### src/s_record_stream_encoder_top_defines.svh
// Assertion macros shared by the encoder modules.
`ifndef S_RECORD_STREAM_ENCODER_TOP_DEFINES_SVH
`define S_RECORD_STREAM_ENCODER_TOP_DEFINES_SVH

`ifndef SYNTH
`define SRE_ASSERT(label, clk_s, rst_s, prop, msg) \
    label: assert property (@(posedge clk_s) disable iff (!rst_s) prop) \
        else $error(msg);
`define SRE_NEVER(label, clk_s, rst_s, cond, msg) \
    label: assert property (@(posedge clk_s) disable iff (!rst_s) !(cond)) \
        else $error(msg);
`else
`define SRE_ASSERT(label, clk_s, rst_s, prop, msg)
`define SRE_NEVER(label, clk_s, rst_s, cond, msg)
`endif

`endif

### src/sre_pkg.sv
package sre_pkg;

    localparam int MAX_DATA_BYTES_DEF = 16;

    typedef enum logic [1:0]
    {
        OP_HEADER = 2'd0,
        OP_DATA   = 2'd1,
        OP_FLUSH  = 2'd2,
        OP_CLOSE  = 2'd3
    } op_t;

    typedef enum logic [1:0]
    {
        CFG_ADDR_WIDTH    = 2'd0,
        CFG_START_ADDRESS = 2'd1,
        CFG_HEADER_TEXT   = 2'd2,
        CFG_HEADER_LENGTH = 2'd3
    } cfg_reg_t;

    typedef enum logic [1:0]
    {
        REC_HEADER,
        REC_DATA,
        REC_COUNT,
        REC_TERM
    } rec_kind_t;

    // Controller states; each emitting state also names the record field being sent.
    typedef enum logic [2:0]
    {
        ST_IDLE,
        ST_S,
        ST_TYPE,
        ST_COUNT,
        ST_ADDR,
        ST_DATA,
        ST_CSUM,
        ST_NL
    } state_t;

    localparam logic [6:0] ASCII_S    = 7'h53;
    localparam logic [6:0] ASCII_ZERO = 7'h30;
    localparam logic [6:0] ASCII_A    = 7'h41;
    localparam logic [6:0] ASCII_NL   = 7'h0A;

    localparam logic [3:0] TYPE_HEADER = 4'd0;
    localparam logic [3:0] TYPE_DATA   = 4'd1;
    localparam logic [3:0] TYPE_COUNT  = 4'd5;
    localparam logic [3:0] TYPE_TERM   = 4'd9;

    typedef struct packed
    {
        logic      store;
        logic      load;
        rec_kind_t kind;
        logic      emit;
        state_t    phase;
        logic      nib;
        logic      last;
    } sre_cmd_t;

    typedef struct packed
    {
        logic       out_free;
        logic       fill_zero;
        logic       fill_last;
        logic [2:0] abytes;
    } sre_sts_t;

    function automatic logic [6:0] hex_char(input logic [3:0] n);
        logic [6:0] c;
        if (n < 4'd10)
        begin
            c = ASCII_ZERO + {3'b000, n};
        end
        else
        begin
            c = ASCII_A + {3'b000, n} - 7'd10;
        end
        return c;
    endfunction

endpackage

### src/sre_controller.sv
`include "s_record_stream_encoder_top_defines.svh"

module sre_controller
    import sre_pkg::*;
#(
    parameter int MAX_DATA_BYTES = MAX_DATA_BYTES_DEF,
    localparam int SPAN  = (MAX_DATA_BYTES > 8) ? MAX_DATA_BYTES : 8,
    localparam int CNT_W = $clog2(SPAN),
    localparam int LEN_W = $clog2(SPAN + 1)
)
(
    input  logic             clk,
    input  logic             rst_n,
    input  logic             s_tvalid,
    output logic             s_tready,
    input  op_t              opcode,
    input  sre_sts_t         sts,
    input  logic [LEN_W-1:0] rec_len,
    output sre_cmd_t         cmd,
    output logic [CNT_W-1:0] idx,
    output logic [CNT_W-1:0] rd_idx
);

    state_t           state_reg, state_next;
    logic             nib_reg, nib_next;
    logic [CNT_W-1:0] idx_reg, idx_next;
    logic             term_pending_reg, term_pending_next;

    always_ff @(posedge clk or negedge rst_n)
    begin
        if (!rst_n)
        begin
            state_reg        <= ST_IDLE;
            nib_reg          <= 1'b0;
            idx_reg          <= '0;
            term_pending_reg <= 1'b0;
        end
        else
        begin
            state_reg        <= state_next;
            nib_reg          <= nib_next;
            idx_reg          <= idx_next;
            term_pending_reg <= term_pending_next;
        end
    end

    always_comb
    begin
        state_next        = state_reg;
        nib_next          = nib_reg;
        idx_next          = idx_reg;
        term_pending_next = term_pending_reg;
        unique case (state_reg)
            ST_IDLE:
            begin
                if (s_tvalid)
                begin
                    unique case (opcode)
                        OP_HEADER: state_next = ST_S;
                        OP_DATA:
                        begin
                            if (sts.fill_last)
                            begin
                                state_next = ST_S;
                            end
                        end
                        OP_FLUSH:
                        begin
                            if (!sts.fill_zero)
                            begin
                                state_next = ST_S;
                            end
                        end
                        OP_CLOSE:
                        begin
                            state_next        = ST_S;
                            term_pending_next = 1'b1;
                        end
                    endcase
                end
            end
            ST_S:
            begin
                if (sts.out_free)
                begin
                    state_next = ST_TYPE;
                end
            end
            ST_TYPE:
            begin
                if (sts.out_free)
                begin
                    state_next = ST_COUNT;
                    nib_next   = 1'b0;
                end
            end
            ST_COUNT:
            begin
                if (sts.out_free)
                begin
                    nib_next = !nib_reg;
                    if (nib_reg)
                    begin
                        state_next = ST_ADDR;
                        idx_next   = '0;
                    end
                end
            end
            ST_ADDR:
            begin
                if (sts.out_free)
                begin
                    nib_next = !nib_reg;
                    if (nib_reg)
                    begin
                        if (idx_reg == CNT_W'(sts.abytes - 3'd1))
                        begin
                            idx_next   = '0;
                            state_next = (rec_len == '0) ? ST_CSUM : ST_DATA;
                        end
                        else
                        begin
                            idx_next = idx_reg + CNT_W'(1);
                        end
                    end
                end
            end
            ST_DATA:
            begin
                if (sts.out_free)
                begin
                    nib_next = !nib_reg;
                    if (nib_reg)
                    begin
                        if (LEN_W'(idx_reg) + LEN_W'(1) == rec_len)
                        begin
                            state_next = ST_CSUM;
                        end
                        else
                        begin
                            idx_next = idx_reg + CNT_W'(1);
                        end
                    end
                end
            end
            ST_CSUM:
            begin
                if (sts.out_free)
                begin
                    nib_next = !nib_reg;
                    if (nib_reg)
                    begin
                        state_next = ST_NL;
                    end
                end
            end
            ST_NL:
            begin
                if (sts.out_free)
                begin
                    if (term_pending_reg)
                    begin
                        term_pending_next = 1'b0;
                        state_next        = ST_S;
                    end
                    else
                    begin
                        state_next = ST_IDLE;
                    end
                end
            end
        endcase
    end

    always_comb
    begin
        cmd       = '0;
        cmd.phase = state_reg;
        cmd.nib   = nib_reg;
        cmd.kind  = REC_HEADER;
        s_tready  = (state_reg == ST_IDLE);
        unique case (state_reg)
            ST_IDLE:
            begin
                cmd.store  = s_tvalid && (opcode == OP_DATA);
                unique case (opcode)
                    OP_HEADER:
                    begin
                        cmd.load = s_tvalid;
                        cmd.kind = REC_HEADER;
                    end
                    OP_DATA:
                    begin
                        cmd.load = s_tvalid && sts.fill_last;
                        cmd.kind = REC_DATA;
                    end
                    OP_FLUSH:
                    begin
                        cmd.load = s_tvalid && !sts.fill_zero;
                        cmd.kind = REC_DATA;
                    end
                    OP_CLOSE:
                    begin
                        cmd.load = s_tvalid;
                        cmd.kind = REC_COUNT;
                    end
                endcase
            end
            ST_NL:
            begin
                // The count record's newline is followed by the terminator record.
                cmd.emit = sts.out_free;
                cmd.last = !term_pending_reg;
                cmd.load = sts.out_free && term_pending_reg;
                cmd.kind = REC_TERM;
            end
            default:
            begin
                cmd.emit = sts.out_free;
            end
        endcase
    end

    assign idx = idx_reg;

    // The buffer read is registered and addressed with the index the sequencer moves to.
    assign rd_idx = idx_next;

    `SRE_ASSERT(a_emit_needs_room, clk, rst_n, cmd.emit |-> sts.out_free, "emit while output full")
    `SRE_NEVER(a_pending_not_idle, clk, rst_n, term_pending_reg && state_reg == ST_IDLE, "terminator lost")
    `SRE_ASSERT(a_last_ends_item, clk, rst_n, (cmd.emit && cmd.last) |=> state_reg == ST_IDLE, "last not at end")

endmodule

### src/sre_datapath.sv
`include "s_record_stream_encoder_top_defines.svh"

module sre_datapath
    import sre_pkg::*;
#(
    parameter int MAX_DATA_BYTES = MAX_DATA_BYTES_DEF,
    localparam int SPAN   = (MAX_DATA_BYTES > 8) ? MAX_DATA_BYTES : 8,
    localparam int CNT_W  = $clog2(SPAN),
    localparam int LEN_W  = $clog2(SPAN + 1),
    localparam int FILL_W = $clog2(MAX_DATA_BYTES + 1),
    localparam int IDX_W  = (MAX_DATA_BYTES > 1) ? $clog2(MAX_DATA_BYTES) : 1
)
(
    input  logic             clk,
    input  logic             rst_n,
    input  logic [7:0]       data_byte,
    input  sre_cmd_t         cmd,
    input  logic [CNT_W-1:0] idx,
    input  logic [CNT_W-1:0] rd_idx,
    output sre_sts_t         sts,
    output logic [LEN_W-1:0] rec_len,
    input  logic             cfg_wr_en,
    input  logic [1:0]       cfg_index,
    input  logic [63:0]      cfg_wdata,
    output logic             m_tvalid,
    input  logic             m_tready,
    output logic [7:0]       m_tdata,
    output logic             m_tlast
);

    // Configuration registers.
    logic [1:0]  address_width_reg, address_width_next;
    logic [31:0] start_address_reg, start_address_next;
    logic [63:0] header_text_reg, header_text_next;
    logic [3:0]  header_length_reg, header_length_next;

    // Encoder state.
    logic [FILL_W-1:0] fill_reg, fill_next;
    logic [31:0]       next_address_reg, next_address_next;
    logic [31:0]       record_address_reg, record_address_next;
    logic [15:0]       record_total_reg, record_total_next;
    logic              any_record_reg, any_record_next;
    logic              out_valid_reg, out_valid_next;

    // Record being sent.
    logic [3:0]       rec_type_reg, rec_type_next;
    logic [31:0]      rec_addr_reg, rec_addr_next;
    logic [2:0]       rec_abytes_reg, rec_abytes_next;
    logic [LEN_W-1:0] rec_len_reg, rec_len_next;
    logic [7:0]       rec_count_reg, rec_count_next;
    logic             rec_hdr_reg, rec_hdr_next;
    logic [7:0]       sum_reg, sum_next;
    logic [6:0]       out_char_reg, out_char_next;
    logic             out_last_reg;
    logic [7:0]       rd_byte_reg;

    logic [7:0] buffer_mem [MAX_DATA_BYTES];

    logic [1:0]  width_sel;
    logic [31:0] load_addr;
    logic [7:0]  payload_byte;
    logic [7:0]  cur_byte;

    assign width_sel = (address_width_reg == 2'd3) ? 2'd2 : address_width_reg;

    always_ff @(posedge clk or negedge rst_n)
    begin
        if (!rst_n)
        begin
            address_width_reg  <= '0;
            start_address_reg  <= '0;
            header_text_reg    <= '0;
            header_length_reg  <= '0;
            fill_reg           <= '0;
            next_address_reg   <= '0;
            record_address_reg <= '0;
            record_total_reg   <= '0;
            any_record_reg     <= 1'b0;
            out_valid_reg      <= 1'b0;
        end
        else
        begin
            address_width_reg  <= address_width_next;
            start_address_reg  <= start_address_next;
            header_text_reg    <= header_text_next;
            header_length_reg  <= header_length_next;
            fill_reg           <= fill_next;
            next_address_reg   <= next_address_next;
            record_address_reg <= record_address_next;
            record_total_reg   <= record_total_next;
            any_record_reg     <= any_record_next;
            out_valid_reg      <= out_valid_next;
        end
    end

    always_ff @(posedge clk)
    begin
        if (cmd.store)
        begin
            buffer_mem[fill_reg[IDX_W-1:0]] <= data_byte;
        end
        rd_byte_reg    <= buffer_mem[rd_idx[IDX_W-1:0]];
        rec_type_reg   <= rec_type_next;
        rec_addr_reg   <= rec_addr_next;
        rec_abytes_reg <= rec_abytes_next;
        rec_len_reg    <= rec_len_next;
        rec_count_reg  <= rec_count_next;
        rec_hdr_reg    <= rec_hdr_next;
        sum_reg        <= sum_next;
        if (cmd.emit)
        begin
            out_char_reg <= out_char_next;
            out_last_reg <= cmd.last;
        end
    end

    assign payload_byte = rec_hdr_reg ? header_text_reg[{idx[2:0], 3'b000} +: 8]
                                      : rd_byte_reg;

    always_comb
    begin
        unique case (cmd.phase)
            ST_COUNT: cur_byte = rec_count_reg;
            ST_ADDR:  cur_byte = rec_addr_reg[31:24];
            ST_DATA:  cur_byte = payload_byte;
            ST_CSUM:  cur_byte = ~sum_reg;
            default:  cur_byte = rec_count_reg;
        endcase
    end

    always_comb
    begin
        unique case (cmd.phase)
            ST_S:    out_char_next = ASCII_S;
            ST_TYPE: out_char_next = ASCII_ZERO + {3'b000, rec_type_reg};
            ST_NL:   out_char_next = ASCII_NL;
            default: out_char_next = hex_char(cmd.nib ? cur_byte[3:0] : cur_byte[7:4]);
        endcase
    end

    always_comb
    begin
        address_width_next  = address_width_reg;
        start_address_next  = start_address_reg;
        header_text_next    = header_text_reg;
        header_length_next  = header_length_reg;
        fill_next           = fill_reg;
        next_address_next   = next_address_reg;
        record_address_next = record_address_reg;
        record_total_next   = record_total_reg;
        any_record_next     = any_record_reg;
        rec_type_next       = rec_type_reg;
        rec_addr_next       = rec_addr_reg;
        rec_abytes_next     = rec_abytes_reg;
        rec_len_next        = rec_len_reg;
        rec_count_next      = rec_count_reg;
        rec_hdr_next        = rec_hdr_reg;
        sum_next            = sum_reg;
        load_addr           = '0;

        if (cfg_wr_en)
        begin
            unique case (cfg_reg_t'(cfg_index))
                CFG_ADDR_WIDTH:    address_width_next = cfg_wdata[1:0];
                CFG_START_ADDRESS:
                begin
                    start_address_next  = cfg_wdata[31:0];
                    next_address_next   = cfg_wdata[31:0];
                    record_address_next = cfg_wdata[31:0];
                end
                CFG_HEADER_TEXT:   header_text_next = cfg_wdata;
                CFG_HEADER_LENGTH: header_length_next = cfg_wdata[3:0];
            endcase
        end

        if (cmd.store)
        begin
            fill_next         = fill_reg + FILL_W'(1);
            next_address_next = next_address_reg + 32'd1;
        end

        if (cmd.load)
        begin
            rec_hdr_next = 1'b0;
            rec_len_next = '0;
            unique case (cmd.kind)
                REC_HEADER:
                begin
                    rec_type_next   = TYPE_HEADER;
                    rec_abytes_next = 3'd2;
                    rec_hdr_next    = 1'b1;
                    rec_len_next    = (header_length_reg > 4'd8) ? LEN_W'(8)
                                                                : LEN_W'(header_length_reg);
                end
                REC_DATA:
                begin
                    rec_type_next   = TYPE_DATA + {2'b00, width_sel};
                    rec_abytes_next = 3'd2 + {1'b0, width_sel};
                    load_addr       = record_address_reg;
                    rec_len_next    = cmd.store ? LEN_W'(fill_reg) + LEN_W'(1)
                                                : LEN_W'(fill_reg);
                    fill_next           = '0;
                    record_address_next = next_address_next;
                    record_total_next   = record_total_reg + 16'd1;
                    any_record_next     = 1'b1;
                end
                REC_COUNT:
                begin
                    rec_type_next   = TYPE_COUNT;
                    rec_abytes_next = 3'd2;
                    load_addr       = {16'h0000, record_total_reg};
                end
                REC_TERM:
                begin
                    // With no data record since reset or the last close, S9 at address 0.
                    if (any_record_reg)
                    begin
                        rec_type_next   = TYPE_TERM - {2'b00, width_sel};
                        rec_abytes_next = 3'd2 + {1'b0, width_sel};
                        load_addr       = start_address_reg;
                    end
                    else
                    begin
                        rec_type_next   = TYPE_TERM;
                        rec_abytes_next = 3'd2;
                    end
                    fill_next           = '0;
                    record_total_next   = '0;
                    any_record_next     = 1'b0;
                    next_address_next   = start_address_reg;
                    record_address_next = start_address_reg;
                end
            endcase
            // The address is left-aligned so that its first byte sits in the top bits.
            unique case (rec_abytes_next)
                3'd2:    rec_addr_next = {load_addr[15:0], 16'h0000};
                3'd3:    rec_addr_next = {load_addr[23:0], 8'h00};
                default: rec_addr_next = load_addr;
            endcase
            rec_count_next = 8'(rec_abytes_next) + 8'(rec_len_next) + 8'd1;
            sum_next       = rec_count_next;
        end
        else if (cmd.emit)
        begin
            if (!cmd.nib && (cmd.phase == ST_ADDR || cmd.phase == ST_DATA))
            begin
                sum_next = sum_reg + cur_byte;
            end
            if (cmd.nib && cmd.phase == ST_ADDR)
            begin
                rec_addr_next = {rec_addr_reg[23:0], 8'h00};
            end
        end
    end

    always_comb
    begin
        if (cmd.emit)
        begin
            out_valid_next = 1'b1;
        end
        else if (m_tready)
        begin
            out_valid_next = 1'b0;
        end
        else
        begin
            out_valid_next = out_valid_reg;
        end
    end

    assign sts.out_free  = !out_valid_reg || m_tready;
    assign sts.fill_zero = (fill_reg == '0);
    assign sts.fill_last = (fill_reg == FILL_W'(MAX_DATA_BYTES - 1));
    assign sts.abytes    = rec_abytes_reg;
    assign rec_len       = rec_len_reg;

    assign m_tvalid = out_valid_reg;
    assign m_tdata  = {1'b0, out_char_reg};
    assign m_tlast  = out_last_reg;

    `SRE_NEVER(a_fill_bound, clk, rst_n, fill_reg > FILL_W'(MAX_DATA_BYTES - 1), "fill overrun")
    `SRE_ASSERT(a_sum_seed, clk, rst_n, cmd.load |=> sum_reg == rec_count_reg, "checksum not seeded")
    `SRE_ASSERT(a_data_nonempty, clk, rst_n, (cmd.load && cmd.kind == REC_DATA) |-> (cmd.store || fill_reg != '0), "empty data record")

endmodule

### src/s_record_stream_encoder_top.sv
// S-record text encoder.
// Input requests on the s_ channel carry an opcode and a memory byte: header,
// data byte, flush of a partial record, or close (S5 count plus terminator).
// Each output request on the m_ channel is one ASCII character; m_tlast marks
// the final character caused by an input request. Requests causing no text
// (a buffered data byte, a flush with nothing buffered) produce no output.
// A record of A address bytes and N data bytes is 7 + 2 * (A + N) characters,
// sent at one character per cycle unless m_tready stalls, through a single
// output register; m_tvalid rises once the S character of an accepted request
// is registered. A data byte that does not fill the buffer is taken without
// leaving idle. A full 32-bit record of sixteen bytes is 47 characters. Input
// is taken only while no record is being sent; a stall on m_tready holds the
// current character and pauses the sequencer. Reset clears the configuration,
// the buffer fill, the record count and both address counters. The user makes
// configuration writes while the block is idle; the block does not enforce it.
module s_record_stream_encoder_top
    import sre_pkg::*;
#(
    parameter int MAX_DATA_BYTES = MAX_DATA_BYTES_DEF,
    localparam int SPAN  = (MAX_DATA_BYTES > 8) ? MAX_DATA_BYTES : 8,
    localparam int CNT_W = $clog2(SPAN),
    localparam int LEN_W = $clog2(SPAN + 1)
)
(
    input  logic        clk,
    input  logic        rst_n,
    input  logic        s_tvalid,
    output logic        s_tready,
    input  logic [15:0] s_tdata,   // opcode[1:0], data_byte[9:2], zero[15:10]
    output logic        m_tvalid,
    input  logic        m_tready,
    output logic [7:0]  m_tdata,   // character[6:0], zero[7]
    output logic        m_tlast,
    input  logic        cfg_wr_en,
    input  logic [1:0]  cfg_index,
    input  logic [63:0] cfg_wdata
);

    sre_cmd_t         cmd;
    sre_sts_t         sts;
    logic [CNT_W-1:0] idx;
    logic [CNT_W-1:0] rd_idx;
    logic [LEN_W-1:0] rec_len;

    sre_controller #(
        .MAX_DATA_BYTES(MAX_DATA_BYTES)
    ) u_ctrl (
        .clk      (clk),
        .rst_n    (rst_n),
        .s_tvalid (s_tvalid),
        .s_tready (s_tready),
        .opcode   (op_t'(s_tdata[1:0])),
        .sts      (sts),
        .rec_len  (rec_len),
        .cmd      (cmd),
        .idx      (idx),
        .rd_idx   (rd_idx)
    );

    sre_datapath #(
        .MAX_DATA_BYTES(MAX_DATA_BYTES)
    ) u_dp (
        .clk       (clk),
        .rst_n     (rst_n),
        .data_byte (s_tdata[9:2]),
        .cmd       (cmd),
        .idx       (idx),
        .rd_idx    (rd_idx),
        .sts       (sts),
        .rec_len   (rec_len),
        .cfg_wr_en (cfg_wr_en),
        .cfg_index (cfg_index),
        .cfg_wdata (cfg_wdata),
        .m_tvalid  (m_tvalid),
        .m_tready  (m_tready),
        .m_tdata   (m_tdata),
        .m_tlast   (m_tlast)
    );

endmodule

### config.mk
export PLATFORM = sky130hd
export DESIGN_NAME = s_record_stream_encoder_top
export DESIGN_NICKNAME = d
export VERILOG_FILES = /design/src/sre_pkg.sv /design/src/sre_controller.sv /design/src/sre_datapath.sv /design/src/s_record_stream_encoder_top.sv
export VERILOG_INCLUDE_DIRS = /design/src /design/src/src
export SDC_FILE = /design/constraint.sdc
export NUM_CORES = 1
export LEC_CHECK = 0
export BUFFER_PORTS_ARGS = -buffer_cell sky130_fd_sc_hd__buf_2
export CAP_MARGIN = 20
export CORE_MARGIN = 8
export CORE_UTILIZATION = 55
export CTS_BUF_LIST = sky130_fd_sc_hd__clkbuf_8
export DETAILED_ROUTE_END_ITERATION = 10
export PLACE_DENSITY = 0.83
export SYNTH_ARGS = -nofsm -noshare
export SYNTH_HDL_FRONTEND = slang
export SYNTH_SLANG_ARGS = --single-unit
### constraint.sdc
create_clock -name clk -period 10.8 [get_ports clk]
set_clock_uncertainty 0.15 [all_clocks]
set_input_delay 0.54 -clock clk [delete_from_list [all_inputs] [get_ports clk]]
set_output_delay 0.54 -clock clk [all_outputs]
set_load 0.02 [all_outputs]
# After elaboration in Yosys (flattened, before gate mapping)
# Memory sizes are Yosys's and may differ from the RTL's. A register that Yosys moved wholly into a read port is not among the register bits.
# Index checks and enable logic that the tools add are counted.
word_totals:
  reg_bits: 267
  latchBits: 0
  ramBits: 128
  romBits: 0
  inputBits: 87
  out_inout_bits: 11
  elab_cells: 204
  mem_count: 1
mem_list:
  columns: ["memory", "words", "word_bits", "rd", "rd_ports_with_merged_regs", "wr", "line", "rtl"]
  rows:
  - ["u_dp.buffer_mem", 16, 8, 1, 1, 1, "sre_datapath.sv:57", "logic [7:0] buffer_mem [MAX_DATA_BYTES];"]
classes:
  add_sub_neg: 16
  n_mul: 0
  n_div: 0
  magnitude_cmp: 2
  eq_ne: 40
  n_shift: 1
  mux: 81
  bitwise: 1
  n_reduce_logical: 39
ops:
  columns: ["op", "n"]
  rows:
  - ["$mux W32", 12]
  - ["$pmux W32 S2", 2]
  - ["$pmux W32 S3", 1]
  - ["$shiftx A64 B7 Y8", 1]
  - ["$mux W3", 18]
  - ["$mux W4", 11]
  - ["$add A32 B1 Y32 const B", 1]
  - ["$mux W8", 4]
  - ["$pmux W16 S2", 1]
  - ["$ne A2 B1 Y1 const B", 15]
  - ["$pmux W3 S8", 1]
  - ["$pmux W8 S3", 1]
  - ["$pmux W7 S3", 1]
  - ["$mux W5", 4]
  - ["$pmux W3 S3", 2]
  - ["$add A16 B1 Y16 const B", 1]
  - ["$pmux W4 S4", 1]
  - ["$reduce_and A16 Y1", 1]
  - ["$add A6 B4 Y7 const A", 2]
  - ["$eq A2 B2 Y1 const B", 7]
  - ["$reduce_and A2 Y1", 7]
  - ["$reduce_bool A2 Y1", 7]
  - ["$eq A3 B2 Y1 const B", 4]
  - ["$eq A3 B3 Y1 const B", 4]
  - ["other kinds (41)", 71]

# Depth between registers and ports, before layout
depth:
  word_depth: 12
  ltp_mapped: 17
  depth_no_buf: 15

# Cells and area by module
# A second synthesis with hierarchy kept.
unflattened:
  cells_unflattened: 1688
  area_unflattened_um2: 19706.4
modules_own_cells:
  columns: ["module", "instances", "cells_each", "area_each_um2", "seq_area_each_um2"]
  rows:
  - ["sre_datapath", 1, 1577, 18801.8, 10745.3]
  - ["sre_controller", 1, 111, 904.6, 225.2]

# Worst setup path before layout
# OpenSTA, ideal clock, no wires.
synth_timing:
  path_type: "flip-flop to flip-flop"
  start: "reg u_ctrl.state_reg[2]"
  end: "reg u_dp.sum_reg[4], data pin"
  setup_time_ns: 0.260
  arrival_ns: 3.580
  required_time_ns: 10.390
  path_slack_ns: 6.810
  stages_incl_launch_ff: 17
  path_buffers: 3
  synth_period_minus_slack_ns: 3.990
  cell_sequence: "dfrtp_1 buf_2 nor4b_2 and2_0 clkbuf_1 clkbuf_1 nor2_1 a21oi_1 o21a_1 inv_1 ha_1 a21o_1 a21oi_1 xnor2_1 nand3_1 xnor2_1 mux2_2"
synth_between:
  elab_chain_len: 9
  word_cells_on_any_way: 24
  classes_between: "3 x add/sub; 7 x eq/ne; 11 x mux; 3 x reduce/logical"
synth_lines:
  columns: ["item", "line", "rtl"]
  rows:
  - ["from (decl)", "sre_controller.sv:24", "state_t state_reg, state_next;"]
  - ["from (signal assigned)", "sre_controller.sv:40", "state_reg <= state_next;"]
  - ["$eq A3 B3 Y1 / $logic_not A3 Y1 (equally long branches)", "sre_controller.sv:182", "unique case (state_reg)"]
  - ["$pmux W3 S2", "sre_controller.sv:182", null]
  - ["$eq A2 B2 Y1 / $logic_not A2 Y1 (equally long branches)", "sre_datapath.sv:186", "unique case (cmd.kind)"]
  - ["$reduce_or A2 Y1 (no source line)", null, null]
  - ["$pmux W3 S3", "sre_datapath.sv:186", null]
  - ["$mux W3", "sre_datapath.sv:182", "if (cmd.load)"]
  - ["$add A3 B5 Y6", "sre_datapath.sv:240", "rec_count_next = 8'(rec_abytes_next) + 8'(rec_len_next) + 8'd1;"]
  - ["$add A8 B1 Y8", "sre_datapath.sv:240", null]
  - ["$mux W8 (*)", "sre_datapath.sv:182", null]
  - ["via u_dp.sum_next[4]", "sre_datapath.sv:52", "logic [7:0] sum_reg, sum_next;"]
  - ["to (signal assigned)", "sre_datapath.sv:109", "sum_reg <= sum_next;"]
  - ["to (decl)", "sre_datapath.sv:52", null]
# The timed path passes the listed nets; every way through them passes the cells marked *. The select of a mux whose other input is x is not followed.
# A chain may end at the register's enable or synchronous reset.

# Worst setup path in the final report
# Ends and elaborated chain as after synthesis.

==> results.sh <==
export IMPL_detail_route_first_pass_iterations=7
export IMPL_layout_cell_share_with_drive_strength_beyond_1_pct=17.3
export IMPL_tightest_slew_ns=1.09
export IMPL_top_usage_layer="met2"
export IMPL_required_ns=11.04
export IMPL_yosys_most_used_dff="sky130_fd_sc_hd__dfrtp_1"
export IMPL_fill_cells=2807
export IMPL_met2_routing_resource_usage_after_global_routing_pct=43.8
export IMPL_num_vias=16541
export IMPL_post_route_min_period_ns=5.35
export IMPL_count_of_boundary_i_o_pins=98
export IMPL_largest_register_ffs=128
export IMPL_flops_latches_synth=402
export IMPL_tritoncts_num_sinks=402
export IMPL_yosys_area_top_type_share_pct=29.0
export IMPL_grt_setup_unrepaired="false"
export IMPL_core_area_sq_um=36500
export IMPL_grt_pass1_wl_microns=92000
export IMPL_initial_core_util_pct=55.6
export IMPL_synth_fa_ha_area_share_pct=1.74
export IMPL_synth_edff_count=196
export IMPL_h_tree_depth=3
export IMPL_worstReg2RegStart="u_ctrl.state_reg[2]$_DFFE_PN0P_"
export IMPL_slew_headroom_pct=27.1
export IMPL_critical_path_reg2reg_endpoint="u_dp.sum_reg[4]$_DFFE_PP_"
export IMPL_synth_mux_area_share_pct=6.60
export IMPL_area_of_the_die_sq_um=43300
export IMPL_ys_seq_area_share_pct=54.2
export IMPL_count_of_synthesis_stage_warnings_from_yosys=0
export IMPL_row_count=70
export IMPL_whs_path_depth=2
export IMPL_synth_compound_area_share_pct=16.7
export IMPL_synth_top_family_by_area="compound AO/OA/AOI/OAI gates"
export IMPL_min_period_over_period_pct=49.6
export IMPL_finalWirelength_microns=59700
export IMPL_drt_initial_drc_count=1981
export IMPL_grt_pass1_vias=16284
export IMPL_power_per_cell_area_nw_per_um2=240
export IMPL_grt_usage_pct=26.9
export IMPL_synth_lib_cells_used_distinct=94
export IMPL_worst_setup_path_category="flip-flop to flip-flop"
export IMPL_synth_async_sr_flop_share_pct=49.3
export IMPL_ff2ff_path_depth=15
export IMPL_beginning_of_the_worst_hold_path="cfg_wdata[43]"
export IMPL_diodes=0
export IMPL_area_growth_syn_to_layout_pct=12.5
export IMPL_critPathMaxFanout=35
export IMPL_crit_path_end_kind="flip-flop"
export IMPL_grt_remaining_overflow=0
export IMPL_remaining_design_rule_violation_count=0
export IMPL_maxCapViolations=0
export IMPL_place_ws_ns=5.46
export IMPL_postRouteAntennaNets=0
export IMPL_grtUsageMet1_pct=33.4
export IMPL_dp_final_hpwl_microns=38400
export IMPL_io_buffer_count=90
export IMPL_maxClockFrequency_mhz=187
export IMPL_worstSetupStartpointType="flip-flop"
export IMPL_drt_via_density=6.58
export IMPL_grt_antenna_before_repair=0
export IMPL_syn_mean_instance_area_sq_um=10.8
export IMPL_post_synth_and_or_nand_nor_area_fraction_pct=15.3
export IMPL_mappedNetlistArea_sq_um=20300
export IMPL_power_static_leakage_nw=9.14
export IMPL_clkTransAtPathRegs_ns=0.06
export IMPL_cts_made_buffers=67
export IMPL_yosys_cell_count_top_type="sky130_fd_sc_hd__nand2_1"
export IMPL_cts_root_buffer_cell="sky130_fd_sc_hd__clkbuf_8"
export IMPL_cell_types_occupying_the_most_area_after_synthesis="sky130_fd_sc_hd__edfxtp_1 29%, sky130_fd_sc_hd__dfrtp_1 24%, sky130_fd_sc_hd__nand2_1 5.0%, sky130_fd_sc_hd__mux2_2 4.9%, sky130_fd_sc_hd__o221ai_1 2.7%"
export IMPL_report_final_setup_viol=0
export IMPL_synthesis_instances=1887
export IMPL_die_height_microns=208
export IMPL_status="finished, final reports clean"
export IMPL_cts_buffer_depth=3
export IMPL_ir_worst_vdd_mv=0.162
export IMPL_worst_skew_pair_late_latency_ns=0.64
export IMPL_die_x_microns=208
export IMPL_timing_max_transition_violations_final=0
export IMPL_netlist_top_cells_count="273 x sky130_fd_sc_hd__nand2_1, 198 x sky130_fd_sc_hd__dfrtp_1, 196 x sky130_fd_sc_hd__edfxtp_1"
export IMPL_area_leader_netlist="sky130_fd_sc_hd__edfxtp_1"
export IMPL_fraction_of_synthesized_cell_area_in_xor_and_xnor_cells_pct=1.21
export IMPL_nNetsFinal=2105
export IMPL_finalWeightedCongestion=0.951
export IMPL_worst_endpoint_arrival_ns=5.59
export IMPL_post_route_worst_setup_slack_ns=5.45
export IMPL_route_detailed_wl_per_inst_microns=23.8
export IMPL_min_delay_worst_endpoint="u_dp.header_text_reg[43]$_DFFE_PN0P_"
export IMPL_ff2ff_setup_slack_ns=5.45
export IMPL_min_path_type="primary input to flip-flop"
export IMPL_hold_viol=0
export IMPL_met3_usage_pct=6.01
export IMPL_tritoncts="done"
export IMPL_fin_tns_setup_ns=0
export IMPL_post_cts_repair_setup_buffers=0
export IMPL_grt_max_degree=122
worst max path at each step:
stage                                     end  cells after the start  slack (ns)                            start
finish              u_dp.sum_reg[4]$_DFFE_PP_                     15        5.45  u_ctrl.state_reg[2]$_DFFE_PN0P_
global route        u_dp.sum_reg[4]$_DFFE_PP_                     15        5.30  u_ctrl.state_reg[2]$_DFFE_PN0P_
CTS                 u_dp.sum_reg[4]$_DFFE_PP_                     15        5.61  u_ctrl.state_reg[2]$_DFFE_PN0P_
floorplan           u_dp.sum_reg[4]$_DFFE_PP_                     16        6.81  u_ctrl.state_reg[2]$_DFFE_PN0P_
global placement    u_dp.sum_reg[4]$_DFFE_PP_                     16        5.67                       s_tdata[0]
detailed placement  u_dp.sum_reg[4]$_DFFE_PP_                     16        5.46                       s_tdata[0]
report_power, final:
part	switching [mW]	total (mW)	internal (mW)
Sequential	0.201	2.10	1.90
Combinational	1.28	2.03	0.751
Clock	0.650	1.37	0.715
through the flow:
step / hold WS, ns / instance area, sq um / utilization, % / power (mW) / std cells
6_report: 0.0333 / 22900 / 62.6 / 5.49 / 2512
5_1_grt: 0.0212 / 22900 / 62.6 / 5.75 / 2512
4_1_cts: 0.00132 / 22800 / 62.4 / 5.44 / 2509
3_5_place_dp: 0.340 / 21100 / 57.8 / 4.07 / 2350
3_3_place_gp: 0.332 / 21100 / 57.6 / 3.99 / 2347
2_1_floorplan: 0.0944 / 20300 / - / 3.51 / 1888
what timing repair did:
item	CTS	global route
endpoints found under the hold margin	158	0
hold buffers	37	0
gates resized for setup	0	0
cell families after synthesis:
| kind of cell | count (synthesis) |
|---|---|
| AO/OA/AOI/OAI | 463 |
| adder cells (fa/ha/maj) | 27 |
| flip-flops | 402 |
| XOR/XNOR | 28 |
| AND/OR/NAND/NOR | 649 |
| other | 1 |
| buffers and inverters | 203 |
| multiplexers | 114 |
placed cells by master, fill, tap and decap left out, drive strengths merged, types with 25 or more instances in the layout:
| cell | n |
|---|---|
| a21oi | 84 |
| a221o | 43 |
| and2 | 40 |
| buf | 127 |
| clkbuf | 79 |
| dfrtp | 198 |
| dlygate4sd3 | 37 |
| edfxtp | 196 |
| ha | 25 |
| inv | 91 |
| mux2 | 89 |
| nand2 | 273 |
| nand3 | 35 |
| nand4 | 51 |
| nor2 | 135 |
| o21ai | 83 |
| o221ai | 63 |
final cells by class:
type | instances | area [sq um] | share of cell area, %
sequential | 402 | 11000 | 48.1
multi-input combinational | 1283 | 8490 | 37.2
timing repair buffer | 165 | 1160 | 5.08
clock buffer | 78 | 1070 | 4.70
tap | 468 | 586 | 2.56
inverter | 72 | 270 | 1.18
clock inverter | 44 | 268 | 1.17
routing by layer:
| layer | part of all wire, % | vias up | wire length, microns |
|---|---|---|---|
| met2 | 47 | 1028 | 28300 |
| met3 | 10 | 226 | 6080 |
| li1 | - | 7261 | - |
| met5 | 0 | - | 0 |
| met4 | 5.7 | 0 | 3400 |
| met1 | 37 | 8026 | 21900 |
critical path, stage by stage, from the launching register on:
cell and delay [ns]:
sky130_fd_sc_hd__dfrtp_1 0.46, sky130_fd_sc_hd__buf_4 0.25, sky130_fd_sc_hd__and3_1 0.22, sky130_fd_sc_hd__a31o_1 0.54
sky130_fd_sc_hd__and2_1 0.33, sky130_fd_sc_hd__buf_4 0.28, sky130_fd_sc_hd__o21bai_2 0.67, sky130_fd_sc_hd__clkinv_1 0.52
sky130_fd_sc_hd__ha_1 0.35, sky130_fd_sc_hd__inv_1 0.08, sky130_fd_sc_hd__fa_1 0.41, sky130_fd_sc_hd__inv_1 0.12
sky130_fd_sc_hd__ha_1 0.21, sky130_fd_sc_hd__nand3_1 0.10, sky130_fd_sc_hd__xnor2_1 0.16, sky130_fd_sc_hd__mux2_2 0.27
(Power assumes the default switching activity.)
